===== src/hdl/setq_pkg.sv =====
`timescale 1ns / 1ps
// setq_pkg: request codes, field widths and controller/datapath interface structs
// shared by every module of the sorted expiry timer queue; depends on nothing

package setq_pkg;

	localparam int TIME_W   = 32;
	localparam int ID_W     = 4;
	localparam int REQ_W    = 2;
	localparam int ID_SPACE = 16;
	localparam int CNT_W    = 5;

	localparam logic [REQ_W-1:0] REQ_TICK    = 2'd0;
	localparam logic [REQ_W-1:0] REQ_ARM     = 2'd1;
	localparam logic [REQ_W-1:0] REQ_CANCEL  = 2'd2;
	localparam logic [REQ_W-1:0] REQ_PROCESS = 2'd3;

	// controller -> datapath
	typedef struct packed {
		logic load_req;
		logic time_inc;
		logic pos_clear;
		logic pos_inc;
		logic remove_at_pos;
		logic set_expiry;
		logic insert_at_pos;
		logic capture_pend;
		logic push_out;
		logic push_last;
	} ctrl_cmd_t;

	// datapath -> controller
	typedef struct packed {
		logic [REQ_W-1:0]    req;
		logic                id_ok;
		logic                armed;
		logic                pos_match;
		logic                ins_here;
		logic                head_due;
		logic                out_free;
		logic                pend_valid;
		logic [CNT_W-1:0]    armed_cnt;
		logic [ID_SPACE-1:0] armed_mask;
	} ctrl_sts_t;

endpackage


===== src/hdl/setq_datapath.sv =====
`timescale 1ns / 1ps
// setq_datapath: time counter, expiry registers, ordered id list, armed mask and
// the result register; driven by commands from setq_ctrl, uses setq_pkg

module setq_datapath #(
	parameter int NUM_SLOTS = 16
) (
	input  logic                          clk,
	input  logic                          arst_n,
	input  setq_pkg::ctrl_cmd_t           cmd,
	output setq_pkg::ctrl_sts_t           sts,
	input  logic [setq_pkg::REQ_W-1:0]    req_type,
	input  logic [setq_pkg::ID_W-1:0]     timer_id,
	input  logic [setq_pkg::TIME_W-1:0]   interval,
	output logic                          out_valid,
	input  logic                          out_stall,
	output logic [setq_pkg::ID_W-1:0]     expired_id,
	output logic                          last_flag
);
	import setq_pkg::*;

	localparam int LIST_DEPTH = (NUM_SLOTS < ID_SPACE) ? NUM_SLOTS : ID_SPACE;
	localparam int IW = $clog2(LIST_DEPTH);
	localparam int CW = $clog2(LIST_DEPTH + 1);

	logic [TIME_W-1:0]   time_q;
	logic [TIME_W-1:0]   exp_q [LIST_DEPTH];
	logic [ID_W-1:0]     order_q [LIST_DEPTH];
	logic [CW-1:0]       cnt_q;
	logic [ID_SPACE-1:0] mask_q;
	logic [REQ_W-1:0]    req_q;
	logic [ID_W-1:0]     id_q;
	logic [TIME_W-1:0]   ival_q;
	logic [TIME_W-1:0]   newexp_q;
	logic [CW-1:0]       pos_q;
	logic [ID_W-1:0]     pend_id_q;
	logic                pend_valid_q;
	logic                out_valid_q;
	logic [ID_W-1:0]     out_id_q;
	logic                out_last_q;

	logic [IW-1:0]       pos_idx;
	logic [ID_W-1:0]     pos_id;
	logic [TIME_W-1:0]   pos_exp;
	logic [TIME_W-1:0]   sum_exp;

	assign pos_idx = pos_q[IW-1:0];
	assign pos_id  = order_q[pos_idx];
	assign pos_exp = exp_q[pos_id[IW-1:0]];
	assign sum_exp = time_q + ival_q;

	assign sts.req        = req_q;
	assign sts.id_ok      = int'(id_q) < NUM_SLOTS;
	assign sts.armed      = mask_q[id_q];
	assign sts.pos_match  = (pos_id == id_q);
	assign sts.ins_here   = (pos_q == cnt_q) || (pos_exp >= newexp_q);
	assign sts.head_due   = (cnt_q != '0) && (pos_exp <= time_q);
	assign sts.out_free   = !out_valid_q || !out_stall;
	assign sts.pend_valid = pend_valid_q;
	assign sts.armed_cnt  = CNT_W'(cnt_q);
	assign sts.armed_mask = mask_q;

	assign out_valid  = out_valid_q;
	assign expired_id = out_id_q;
	assign last_flag  = out_last_q;

	// request fields and scratch values
	always_ff @(posedge clk) begin
		if (cmd.load_req) begin
			req_q  <= req_type;
			id_q   <= timer_id;
			ival_q <= interval;
		end
		if (cmd.set_expiry) begin
			newexp_q              <= sum_exp;
			exp_q[id_q[IW-1:0]]   <= sum_exp;
		end
		if (cmd.capture_pend)
			pend_id_q <= pos_id;
		if (cmd.push_out) begin
			out_id_q   <= pend_id_q;
			out_last_q <= cmd.push_last;
		end
	end

	// ordered id list: close the gap at pos or open one at pos
	always_ff @(posedge clk) begin
		if (cmd.remove_at_pos) begin
			for (int k = 0; k < LIST_DEPTH - 1; k++) begin
				if (CW'(k) >= pos_q)
					order_q[k] <= order_q[k + 1];
			end
		end
		if (cmd.insert_at_pos) begin
			for (int k = 1; k < LIST_DEPTH; k++) begin
				if (CW'(k) > pos_q)
					order_q[k] <= order_q[k - 1];
			end
			order_q[pos_idx] <= id_q;
		end
	end

	always_ff @(posedge clk or negedge arst_n) begin
		if (!arst_n) begin
			time_q       <= '0;
			cnt_q        <= '0;
			mask_q       <= '0;
			pos_q        <= '0;
			pend_valid_q <= 1'b0;
			out_valid_q  <= 1'b0;
		end else begin
			if (cmd.time_inc)
				time_q <= time_q + 1'b1;
			if (cmd.pos_clear)
				pos_q <= '0;
			else if (cmd.pos_inc)
				pos_q <= pos_q + 1'b1;
			if (cmd.remove_at_pos) begin
				cnt_q          <= cnt_q - 1'b1;
				mask_q[pos_id] <= 1'b0;
			end else if (cmd.insert_at_pos) begin
				cnt_q        <= cnt_q + 1'b1;
				mask_q[id_q] <= 1'b1;
			end
			if (cmd.capture_pend)
				pend_valid_q <= 1'b1;
			else if (cmd.push_out && cmd.push_last)
				pend_valid_q <= 1'b0;
			if (cmd.push_out)
				out_valid_q <= 1'b1;
			else if (!out_stall)
				out_valid_q <= 1'b0;
		end
	end

endmodule


===== src/hdl/setq_ctrl.sv =====
`timescale 1ns / 1ps
// setq_ctrl: request sequencer for the timer queue; walks the ordered list one
// entry a cycle and issues datapath commands, uses setq_pkg

module setq_ctrl (
	input  logic                clk,
	input  logic                arst_n,
	input  logic                in_valid,
	output logic                in_stall,
	input  setq_pkg::ctrl_sts_t sts,
	output setq_pkg::ctrl_cmd_t cmd
);
	import setq_pkg::*;

	localparam logic [2:0] ST_IDLE      = 3'd0;
	localparam logic [2:0] ST_DISPATCH  = 3'd1;
	localparam logic [2:0] ST_DROP_SCAN = 3'd2;
	localparam logic [2:0] ST_INS_START = 3'd3;
	localparam logic [2:0] ST_INS_SCAN  = 3'd4;
	localparam logic [2:0] ST_PROC_HEAD = 3'd5;
	localparam logic [2:0] ST_PROC_LAST = 3'd6;

	logic [2:0] state_q;
	logic [2:0] state_d;

	assign in_stall = (state_q != ST_IDLE);

	always_comb begin
		cmd     = '0;
		state_d = state_q;
		unique case (state_q)
			ST_IDLE: begin
				cmd.load_req = in_valid;
				if (in_valid)
					state_d = ST_DISPATCH;
			end
			ST_DISPATCH: begin
				cmd.pos_clear = 1'b1;
				unique case (sts.req)
					REQ_TICK: begin
						cmd.time_inc = 1'b1;
						state_d      = ST_IDLE;
					end
					REQ_ARM: begin
						if (!sts.id_ok)
							state_d = ST_IDLE;
						else if (sts.armed)
							state_d = ST_DROP_SCAN;
						else
							state_d = ST_INS_START;
					end
					REQ_CANCEL: begin
						if (sts.id_ok && sts.armed)
							state_d = ST_DROP_SCAN;
						else
							state_d = ST_IDLE;
					end
					default: begin
						state_d = ST_PROC_HEAD;
					end
				endcase
			end
			ST_DROP_SCAN: begin
				// armed slot is always in the list, so the scan ends on a match
				if (sts.pos_match) begin
					cmd.remove_at_pos = 1'b1;
					state_d = (sts.req == REQ_ARM) ? ST_INS_START : ST_IDLE;
				end else begin
					cmd.pos_inc = 1'b1;
				end
			end
			ST_INS_START: begin
				cmd.set_expiry = 1'b1;
				cmd.pos_clear  = 1'b1;
				state_d        = ST_INS_SCAN;
			end
			ST_INS_SCAN: begin
				if (sts.ins_here) begin
					cmd.insert_at_pos = 1'b1;
					state_d           = ST_IDLE;
				end else begin
					cmd.pos_inc = 1'b1;
				end
			end
			ST_PROC_HEAD: begin
				// pos stays at zero: the head is popped, earlier id goes out unflagged
				if (sts.head_due) begin
					if (!sts.pend_valid || sts.out_free) begin
						cmd.remove_at_pos = 1'b1;
						cmd.capture_pend  = 1'b1;
						cmd.push_out      = sts.pend_valid;
					end
				end else if (sts.pend_valid) begin
					state_d = ST_PROC_LAST;
				end else begin
					state_d = ST_IDLE;
				end
			end
			ST_PROC_LAST: begin
				if (sts.out_free) begin
					cmd.push_out  = 1'b1;
					cmd.push_last = 1'b1;
					state_d       = ST_IDLE;
				end
			end
			default: begin
				state_d = ST_IDLE;
			end
		endcase
	end

	always_ff @(posedge clk or negedge arst_n) begin
		if (!arst_n)
			state_q <= ST_IDLE;
		else
			state_q <= state_d;
	end

endmodule


===== src/hdl/sorted_expiry_timer_queue_unit.sv =====
`timescale 1ns / 1ps
// sorted_expiry_timer_queue_unit: top level of the timer queue, joins the
// sequencer setq_ctrl and the datapath setq_datapath; uses setq_pkg

// A 32-bit tick counter and up to min(NUM_SLOTS,16) timer slots kept in a list
// ordered by expiry. One request is taken at a time: in_stall is high from the
// cycle after a transfer until the request is done. A cancel of an armed slot
// walks the list up to the slot's position; a cancel of an unarmed slot does
// not walk it. An arm walks to the insert position, after first removing the
// slot the same way when it was already armed. A process pops the expired slots
// from the head, and waits while out_stall holds the result register. The insert
// walk compares one entry against the new expiry per cycle. Results leave
// through a single output register, so the next request is taken while the
// last id still waits for its transfer.

module sorted_expiry_timer_queue_unit #(
	parameter int NUM_SLOTS = 16
) (
	input  logic                          clk,
	input  logic                          arst_n,
	// request channel
	input  logic                          in_valid,
	output logic                          in_stall,
	input  logic [setq_pkg::REQ_W-1:0]    req_type,
	input  logic [setq_pkg::ID_W-1:0]     timer_id,
	input  logic [setq_pkg::TIME_W-1:0]   interval,
	// expired id channel
	output logic                          out_valid,
	input  logic                          out_stall,
	output logic [setq_pkg::ID_W-1:0]     expired_id,
	output logic                          last_flag
);
	import setq_pkg::*;

	ctrl_cmd_t cmd;
	ctrl_sts_t sts;

	// sequencer: one state per phase of a request, list walk one entry a cycle
	setq_ctrl u_ctrl (
		.clk      (clk),
		.arst_n   (arst_n),
		.in_valid (in_valid),
		.in_stall (in_stall),
		.sts      (sts),
		.cmd      (cmd)
	);

	// storage, compare logic and result register
	setq_datapath #(
		.NUM_SLOTS (NUM_SLOTS)
	) u_dp (
		.clk        (clk),
		.arst_n     (arst_n),
		.cmd        (cmd),
		.sts        (sts),
		.req_type   (req_type),
		.timer_id   (timer_id),
		.interval   (interval),
		.out_valid  (out_valid),
		.out_stall  (out_stall),
		.expired_id (expired_id),
		.last_flag  (last_flag)
	);

	// a result is loaded only when the register is empty or being drained
	a_push_needs_room: assert property (@(posedge clk) disable iff (!arst_n)
		cmd.push_out |-> sts.out_free)
		else $error("result register overwritten before its transfer");

	// the armed count always matches the number of armed slots
	a_count_matches_mask: assert property (@(posedge clk) disable iff (!arst_n)
		$countones(sts.armed_mask) == int'(sts.armed_cnt))
		else $error("armed count and armed mask disagree");

	// a held id only exists while a process request is in flight
	a_pend_only_busy: assert property (@(posedge clk) disable iff (!arst_n)
		sts.pend_valid |-> in_stall)
		else $error("pending expired id left behind after request end");

	// the list never takes a slot that is already armed
	a_insert_unarmed: assert property (@(posedge clk) disable iff (!arst_n)
		cmd.insert_at_pos |-> !sts.armed)
		else $error("insert of a slot that is still in the list");

endmodule


===== config.mk =====
export PLATFORM = sky130hd
export DESIGN_NAME = sorted_expiry_timer_queue_unit
export DESIGN_NICKNAME = d
export VERILOG_FILES = /design/src/hdl/setq_pkg.sv /design/src/hdl/setq_datapath.sv /design/src/hdl/setq_ctrl.sv /design/src/hdl/sorted_expiry_timer_queue_unit.sv
export SDC_FILE = /design/constraint.sdc
export NUM_CORES = 1
export LEC_CHECK = 0
export ABC_AREA = 1
export BUFFER_PORTS_ARGS = -buffer_cell sky130_fd_sc_hd__buf_2
export CAP_MARGIN = 10
export CORE_AREA = 3 3 279 281
export CTS_CLUSTER_SIZE = 12
export DETAILED_ROUTE_END_ITERATION = 16
export DIE_AREA = 0 0 282 284
export SYNTH_ARGS = -nofsm -noshare
export SYNTH_HDL_FRONTEND = slang
export SYNTH_SLANG_ARGS = --single-unit

===== constraint.sdc =====
create_clock -name clk -period 6 [get_ports clk]
set_input_delay 1.5 -clock clk [delete_from_list [all_inputs] [get_ports clk]]
set_output_delay 1.5 -clock clk [all_outputs]
set_load 0.01 [all_outputs]

* Word level (Yosys, flattened, before mapping)
Memory sizes are Yosys's and may differ from the RTL's. Cells that the tools add are included.
Cells by class: shift operators 0, div/mod/pow operators 0, magnitude comparators 36, reductions and logical operators 20, equality and inequality tests 16, multipliers 0, add/sub/neg operators 5, bitwise operators 17, mux-type cells 158
Operators with widths (count):
- 2-to-1 mux 1 bit | 117
- 2-to-1 mux 4 bit | 16
- greater-than comparator 4 x 5 -> 1 bit (first input constant) | 8
- greater-or-equal comparator 4 x 5 -> 1 bit (first input constant) | 7
- adder 32 x 1 -> 32 bit (second input constant) | 1
- adder 32 bit | 1
- greater-or-equal comparator 32 bit | 1
- less-or-equal comparator 32 bit | 1
- 2-to-1 mux 16 bit | 2
- one-hot mux 3 bit (7 select lines) | 1
- greater-or-equal comparator 3 x 5 -> 1 bit (first input constant) | 4
- greater-than comparator 3 x 5 -> 1 bit (first input constant) | 4
- 2-to-1 mux 5 bit | 4
- 2-to-1 mux 3 bit | 6
- AND 16 bit | 1
- NOT 16 bit | 1
- OR 16 bit | 1
- OR 1 bit | 14
- adder 5 x 1 -> 5 bit (second input constant) | 2
- greater-or-equal comparator 1 x 5 -> 1 bit (first input constant) | 2
- greater-or-equal comparator 2 x 5 -> 1 bit (first input constant) | 2
- greater-than comparator 2 x 5 -> 1 bit (first input constant) | 2
- less-than comparator 4 x 5 -> 1 bit (second input constant) | 2
- 2-to-1 mux 2 bit | 5
- other kinds (27) | 47
Storage, ports and cells: flip-flop bits (word level) 142, bits in latches 0, memory bits (writable) 576, bits of input ports 42, memories kept 2, memory bits (read-only) 0, output and inout port bits 7, logic and storage cells 268
Memories:
- u_dp.exp_q | depth 16, width 32, read ports 1, clocked after Yosys merged registers in 0, wr ports 1, RTL line setq_datapath.sv:27 | logic [TIME_W-1:0] exp_q [LIST_DEPTH];
- u_dp.order_q | depth 16, width 4, read ports 17, clocked after Yosys merged registers in 0, wr ports 16, RTL line setq_datapath.sv:28 | logic [ID_W-1:0] order_q [LIST_DEPTH];

* Depth between registers and ports, before layout
An unclocked memory read counts as a cell.
word-level depth 10, depth in mapped cells 41, mapped depth without buffers 37

* Modules after synthesis
Synthesis repeated with hierarchy kept, for this count alone.
Unflattened totals: cell total of the unflattened synthesis 3925, area, all modules 36852.8 um2
By module, submodules not included:
- setq_datapath | seq. area each 21170.3 um2, instances 1, cells an instance 3849, area an instance 36416.2 um2
- setq_ctrl | seq. area each 75.1 um2, instances 1, cells an instance 76, area an instance 436.7 um2

* Least setup slack after synthesis
OpenSTA, ideal clock, no wires.
kind reg-to-reg, from reg u_ctrl.state_q[1], to mem u_dp.exp_q[10][0], enable pin, period minus slack after synthesis 6601 ps, path slack -601 ps, data arrival time 6140 ps, required time 5539 ps, path buffers 1, stages on the path, launching flop included 6, setup time 461 ps, path through dfrtp_1 -> inv_2 -> nor3_1 -> clkinv_1 -> clkbuf_1 -> nor3_1
Between the ends: cells in the longest elaborated chain, start to end 4
Ends and longest elaborated chain:
- from (decl) | RTL line setq_ctrl.sv:23 | logic [2:0] state_q;
- from (signal assigned) | RTL line setq_ctrl.sv:116 | state_q <= state_d;
- == test 3 x 2 -> 1 bit | RTL line setq_ctrl.sv:31 | unique case (state_q)
- 2-to-1 mux 1 bit | RTL line setq_ctrl.sv:31
- 2-to-1 mux 1 bit | RTL line setq_datapath.sv:74 | if (cmd.set_expiry) begin
- 2-to-1 mux 1 bit (implied by the code) | RTL line setq_datapath.sv:76 | exp_q[id_q[IW-1:0]] <= sum_exp;
- to (decl) | RTL line setq_datapath.sv:27
Every way passes these cells.

* Worst setup path after layout
from reg u_dp.pos_q[1], to reg u_dp.cnt_q[4]
Between the ends: cells in the longest elaborated chain, start to end 7, elaborated cells on any way between the ends 15, those cells by class order compare (2); eq/ne (2); mux (6); reduce/logical (3); memory (2)
Ends and longest elaborated chain:
- from (decl) | RTL line setq_datapath.sv:35 | logic [CW-1:0] pos_q;
- from (signal assigned) | RTL line setq_datapath.sv:117 | pos_q <= pos_q + 1'b1;
- memory read (16 x 4 bit)
- memory read (16 x 32 bit)
- less-or-equal comparator 32 bit or greater-or-equal comparator 32 bit (tied branches) | RTL line setq_datapath.sv:57, setq_datapath.sv:56
- logical AND 1 bit or logical OR 1 bit (tied branches) | RTL line setq_datapath.sv:57, setq_datapath.sv:56
- 2-to-1 mux 1 bit (on tied branches) | RTL line setq_ctrl.sv:87, setq_ctrl.sv:78
- one-hot mux 1 bit (2 select lines) or 2-to-1 mux 1 bit (tied branches) | RTL line setq_ctrl.sv:31
- 2-to-1 mux 5 bit or nonzero test 2 bit (tied branches)
- to (signal assigned) | RTL line setq_datapath.sv:119 | cnt_q <= cnt_q - 1'b1;
- to (signal assigned) | RTL line setq_datapath.sv:122 | cnt_q <= cnt_q + 1'b1;
- to (decl) | RTL line setq_datapath.sv:29 | logic [CW-1:0] cnt_q;
Parallel ways exist; a longest one is shown, timed or not. A chain may end at the register's enable or synchronous reset.

==> summary.md <==
The flow ran to the end, and the final reports show no timing, DRC or antenna violations. In this design, the largest share of critical-path delay is due to simple AND/OR/NAND/NOR gates. For hold timing, the worst endpoint is u_dp.expired_id[2].

Synthesis produced 3126 cells. The floorplan step set the die width to 282 um. For the initial core utilization, the log shows 44.7%. The post-synth design cell area is 33800 sq um. The run gives 24500 as the via count.

The run gives 57 as the distinct cell type count of the synthesized netlist. After clock tree synthesis, the clock-pin slew on the worst setup and hold paths is 0.06 ns. Origin of the worst min-delay path: u_dp.pend_id_q[2]. Destination of the worst register-to-register timing path: u_dp.cnt_q[4].

Counting flops and latches in the post-synthesis netlist gives 718. On the worst path, the slowest cell contributes a delay of 0.51 ns. The tools report the number of max-slew violations in the final report as 0. The startpoint class of the critical path was a flip-flop. The synthesis-to-finish area growth is 13.5%.

The total congestion overflow was 0. The overall die height is 284 um. The setup slack on the worst flop-to-flop path was 0.42 ns; the final total negative setup slack was 0 ns. The mean post-synth cell area is 10.8 sq um. STA classifies the critical path endpoint as a flip-flop. Registers take 21200 sq um.

The analysis attributes to cell leakage a power of 0.0149 uW. The number of buffers and inverters on the critical path is 3. Before antenna repair, the detailed router went through 6 iterations. No sink is reached through more buffers than the 3 on the longest clock path. Type of the worst setup path: flip-flop to flip-flop.

Worst reg-to-reg path cell count: 30. Area inside the core boundary: 75700 sq um. The first global-routing pass estimated 150000 um of wire.

In the final layout, the multi-input gates occupy 11100 sq um. The floorplan step defined a die boundary enclosing 80100 sq um. The post-route netlist has 11.0% of its cells at a drive strength greater than 1. The sequential-to-total area share from yosys stat was 62.8%; the time the final worst path needs with I/O delays and setup was 5.58 ns. The number of enable flip-flop cells after synthesis is 655, and the power density over cell area is 563 nW/um^2.

Dividing the detail-routed wire length by the instance count gives 23.1 um. For the detailed-route wire length, the log shows 99400 um. For the critical path data arrival time, the log shows 6.09 ns.

The min-delay analysis places its worst path in the category flip-flop to flip-flop. The number of antenna diodes in the final layout is 0. For the clock sink total, the log shows 718. Dividing the detail-routed via count by the number of cells gives 5.68.

IR analysis of the VDD net gives a maximum drop of 0.000552 V. In this run the tool buffered the top-level ports with 48 buffer cells. The final critical-path share of the clock period is 93.0%, and the remaining routing DRC violations is 0.

The library cell used as clock root buffer is sky130_fd_sc_hd__clkbuf_16. The fraction of registers with async set or reset after synthesis was 8.77%. Across the routed clock network, the largest skew measured is 0.0523 ns. The number of global-route vias before repair is 24300.

For the max-capacitance violation count, the log shows 0. The worst slew margin relative to its limit was 25.0%; the actual slew at the worst max-slew pin was 1.12 ns. The logs give 0 for the number of failing hold endpoints at the final stage and 63300 um for the detailed placer's ending HPWL. The timing-limited maximum frequency came out at 0.179 GHz. For this design, the slowest cell found on the critical path is sky130_fd_sc_hd__dfrtp_2. Setup violations remaining at the end of the flow were counted as 0. At the end of routability-driven placement, the weighted congestion stood at 0.900.

Once detail routing completed, the nets flagged for antenna violations numbered 0. Setup repair after global routing left no endpoint under its margin. Along the worst path, the maximum fanout reaches 41.

Total number of yosys warnings: 0. Entering global routing, the biggest net connects 98 pins. The H-tree was split into 3 levels. The layout has 6716 filler cells.

The number of antenna violations at the first check in global routing came out at 0. In the global route stage, overall resource usage came out at 24.8%. For this design the top-level I/O count stands at 49. The run gives 3417 as the final layout net count. In this run, CTS created clock tree buffers numbering 78. The iteration-0 DRC count of the detailed router was 2555. STA puts the critical path data required time at 6.51 ns. Cell depth of the worst min-delay path: 0.

TritonCTS built the clock tree. Counting stages on the worst path, the most repeated cell is sky130_fd_sc_hd__nand2_1. The later pin in the worst-skew pair is clocked with a latency of 0.66 ns.

The initialized floorplan defines 101 standard-cell rows. In this run the critical register-to-register path is launched from u_dp.pos_q[1]. The flip-flop cell with the highest count after synthesis is sky130_fd_sc_hd__edfxtp_1.

The final hold slack is 0.417 ns. The number of nets in the synthesized netlist is 3273.
[area by class of cell]
class,instances,area share [%]
multi-input cells,2047,28.8
clock inverters,30,0.889
flip-flops and latches,718,55.3
well taps,978,3.19
inverters,247,2.46
repair buffers,178,3.67
clock buffers,111,5.64
[state kept, by name (all words and copies together), names as in the netlist]
signal,cells
u_dp.pos_q,5
u_dp.time_q,32
u_dp.out_valid,1
u_ctrl.state_q,3
u_dp.pend_valid_q,1
u_dp.id_q,4
u_dp.pend_id_q,4
u_dp.exp_q,512
u_dp.last_flag,1
u_dp.req_q,2
u_dp.order_q,64
u_dp.ival_q,32
u_dp.mask_q,16
u_dp.expired_id,4
u_dp.newexp_q,32
u_dp.cnt_q,5
[where the power goes]
part	internal [uW]	leakage [uW]	switching, uW
logic	3480	0.00696	6930
clock network	2640	0.00120	2050
registers	6260	0.00676	246
[cell usage in the layout, fill, tap and decap left out, drive strengths merged]
cell type	count
nor3	45
inv	247
dfrtp	63
xor2	51
and2	1
nand4	36
nand3b	15
o21ai	189
a31oi	3
o22ai	64
nand2	664
xnor2	15
o21a	64
edfxtp	655
clkinv	24
o2111ai	1
a21oi	77
clkinvlp	4
buf	178
o221ai	63
or2	1
o21bai	3
nor4	7
ha	103
a22oi	15
nor3b	1
a221oi	1
o31ai	1
clkbuf	111
a21o	4
nand3	201
a21boi	4
fa	2
nor2	395
bufinv	2
o311ai	2
o211ai	16
a211oi	2
and3	1
[layer usage]
metal  GRT usage (%)  part of all wire [%]  vias up  routed length, um
met5               0                     0        -                  0
met1            34.7                    43    12000              43200
met3            3.58                   7.0      175               6990
met2            40.7                    47      954              46700
met4            6.33                   2.6        0               2540
li1                -                     -    11300                  -
[logic make-up (layout without fill, tap and decap cells)]
logic type / count (synthesis) / count (layout) / share of synthesized area [%]
and+or+nand+nor: 1367 / 1367 / 17.3
DFF: 718 / 718 / 62.8
buffers and inverters: 361 / 566 / 4.92
xor gates and xnor gates: 66 / 66 / 1.71
adders and majority gates: 105 / 105 / 3.93
AOI/OAI and AO/OA: 509 / 509 / 9.38
[cells in the mapped netlist (34+ instances only)]
master                     count  area (sq um)
sky130_fd_sc_hd__xor2_1       51           447
sky130_fd_sc_hd__o21a_1       64           480
sky130_fd_sc_hd__nand2_1     653          2450
sky130_fd_sc_hd__a21oi_1      77           385
sky130_fd_sc_hd__o21ai_1      47           235
sky130_fd_sc_hd__nor3_1       41           205
sky130_fd_sc_hd__nand4_1      34           213
sky130_fd_sc_hd__buf_2        59           295
sky130_fd_sc_hd__dfrtp_1      63          1580
sky130_fd_sc_hd__ha_1        103          1290
sky130_fd_sc_hd__edfxtp_1    655         19700
sky130_fd_sc_hd__o22ai_1      64           400
sky130_fd_sc_hd__nor2_1      377          1420
sky130_fd_sc_hd__o221ai_1     63           552
sky130_fd_sc_hd__nand3_1     196           981
sky130_fd_sc_hd__inv_1       229           860
sky130_fd_sc_hd__o21ai_0     141           706
[worst max path at each step]
stage               cells past startpoint         startpoint                 to
global route                           30      u_dp.pos_q[1]      u_dp.cnt_q[4]
detailed placement                     31      u_dp.pos_q[2]      u_dp.cnt_q[4]
floorplan                               5  u_ctrl.state_q[1]  u_dp.exp_q[10][0]
global placement                       29      u_dp.pos_q[1]      u_dp.cnt_q[4]
CTS                                    31      u_dp.pos_q[2]      u_dp.cnt_q[4]
finish                                 30      u_dp.pos_q[1]      u_dp.cnt_q[4]
[through the flow]
step / worst slack, ns / total power (uW) / instance area (sq um) / util [%] / instances
finish: 0.418 / 21600 / 38400 / 50.7 / 4309
global route: 0.0182 / 23100 / 38400 / 50.7 / 4309
CTS: 0.176 / 21600 / 38300 / 50.6 / 4301
detailed placement: 0.193 / 16900 / 35800 / 47.3 / 4160
global placement: 0.182 / 16700 / 35800 / 47.3 / 4160
floorplan: 0.650 / 13300 / 33800 / - / 3126
[what timing repair did]
action,in CTS,in global routing
setup endpoints to repair,0,64
buffers inserted,0,0
hold buffers,0,0
resized for setup,0,5
Note: power is estimated with default switching activity, not from simulation.
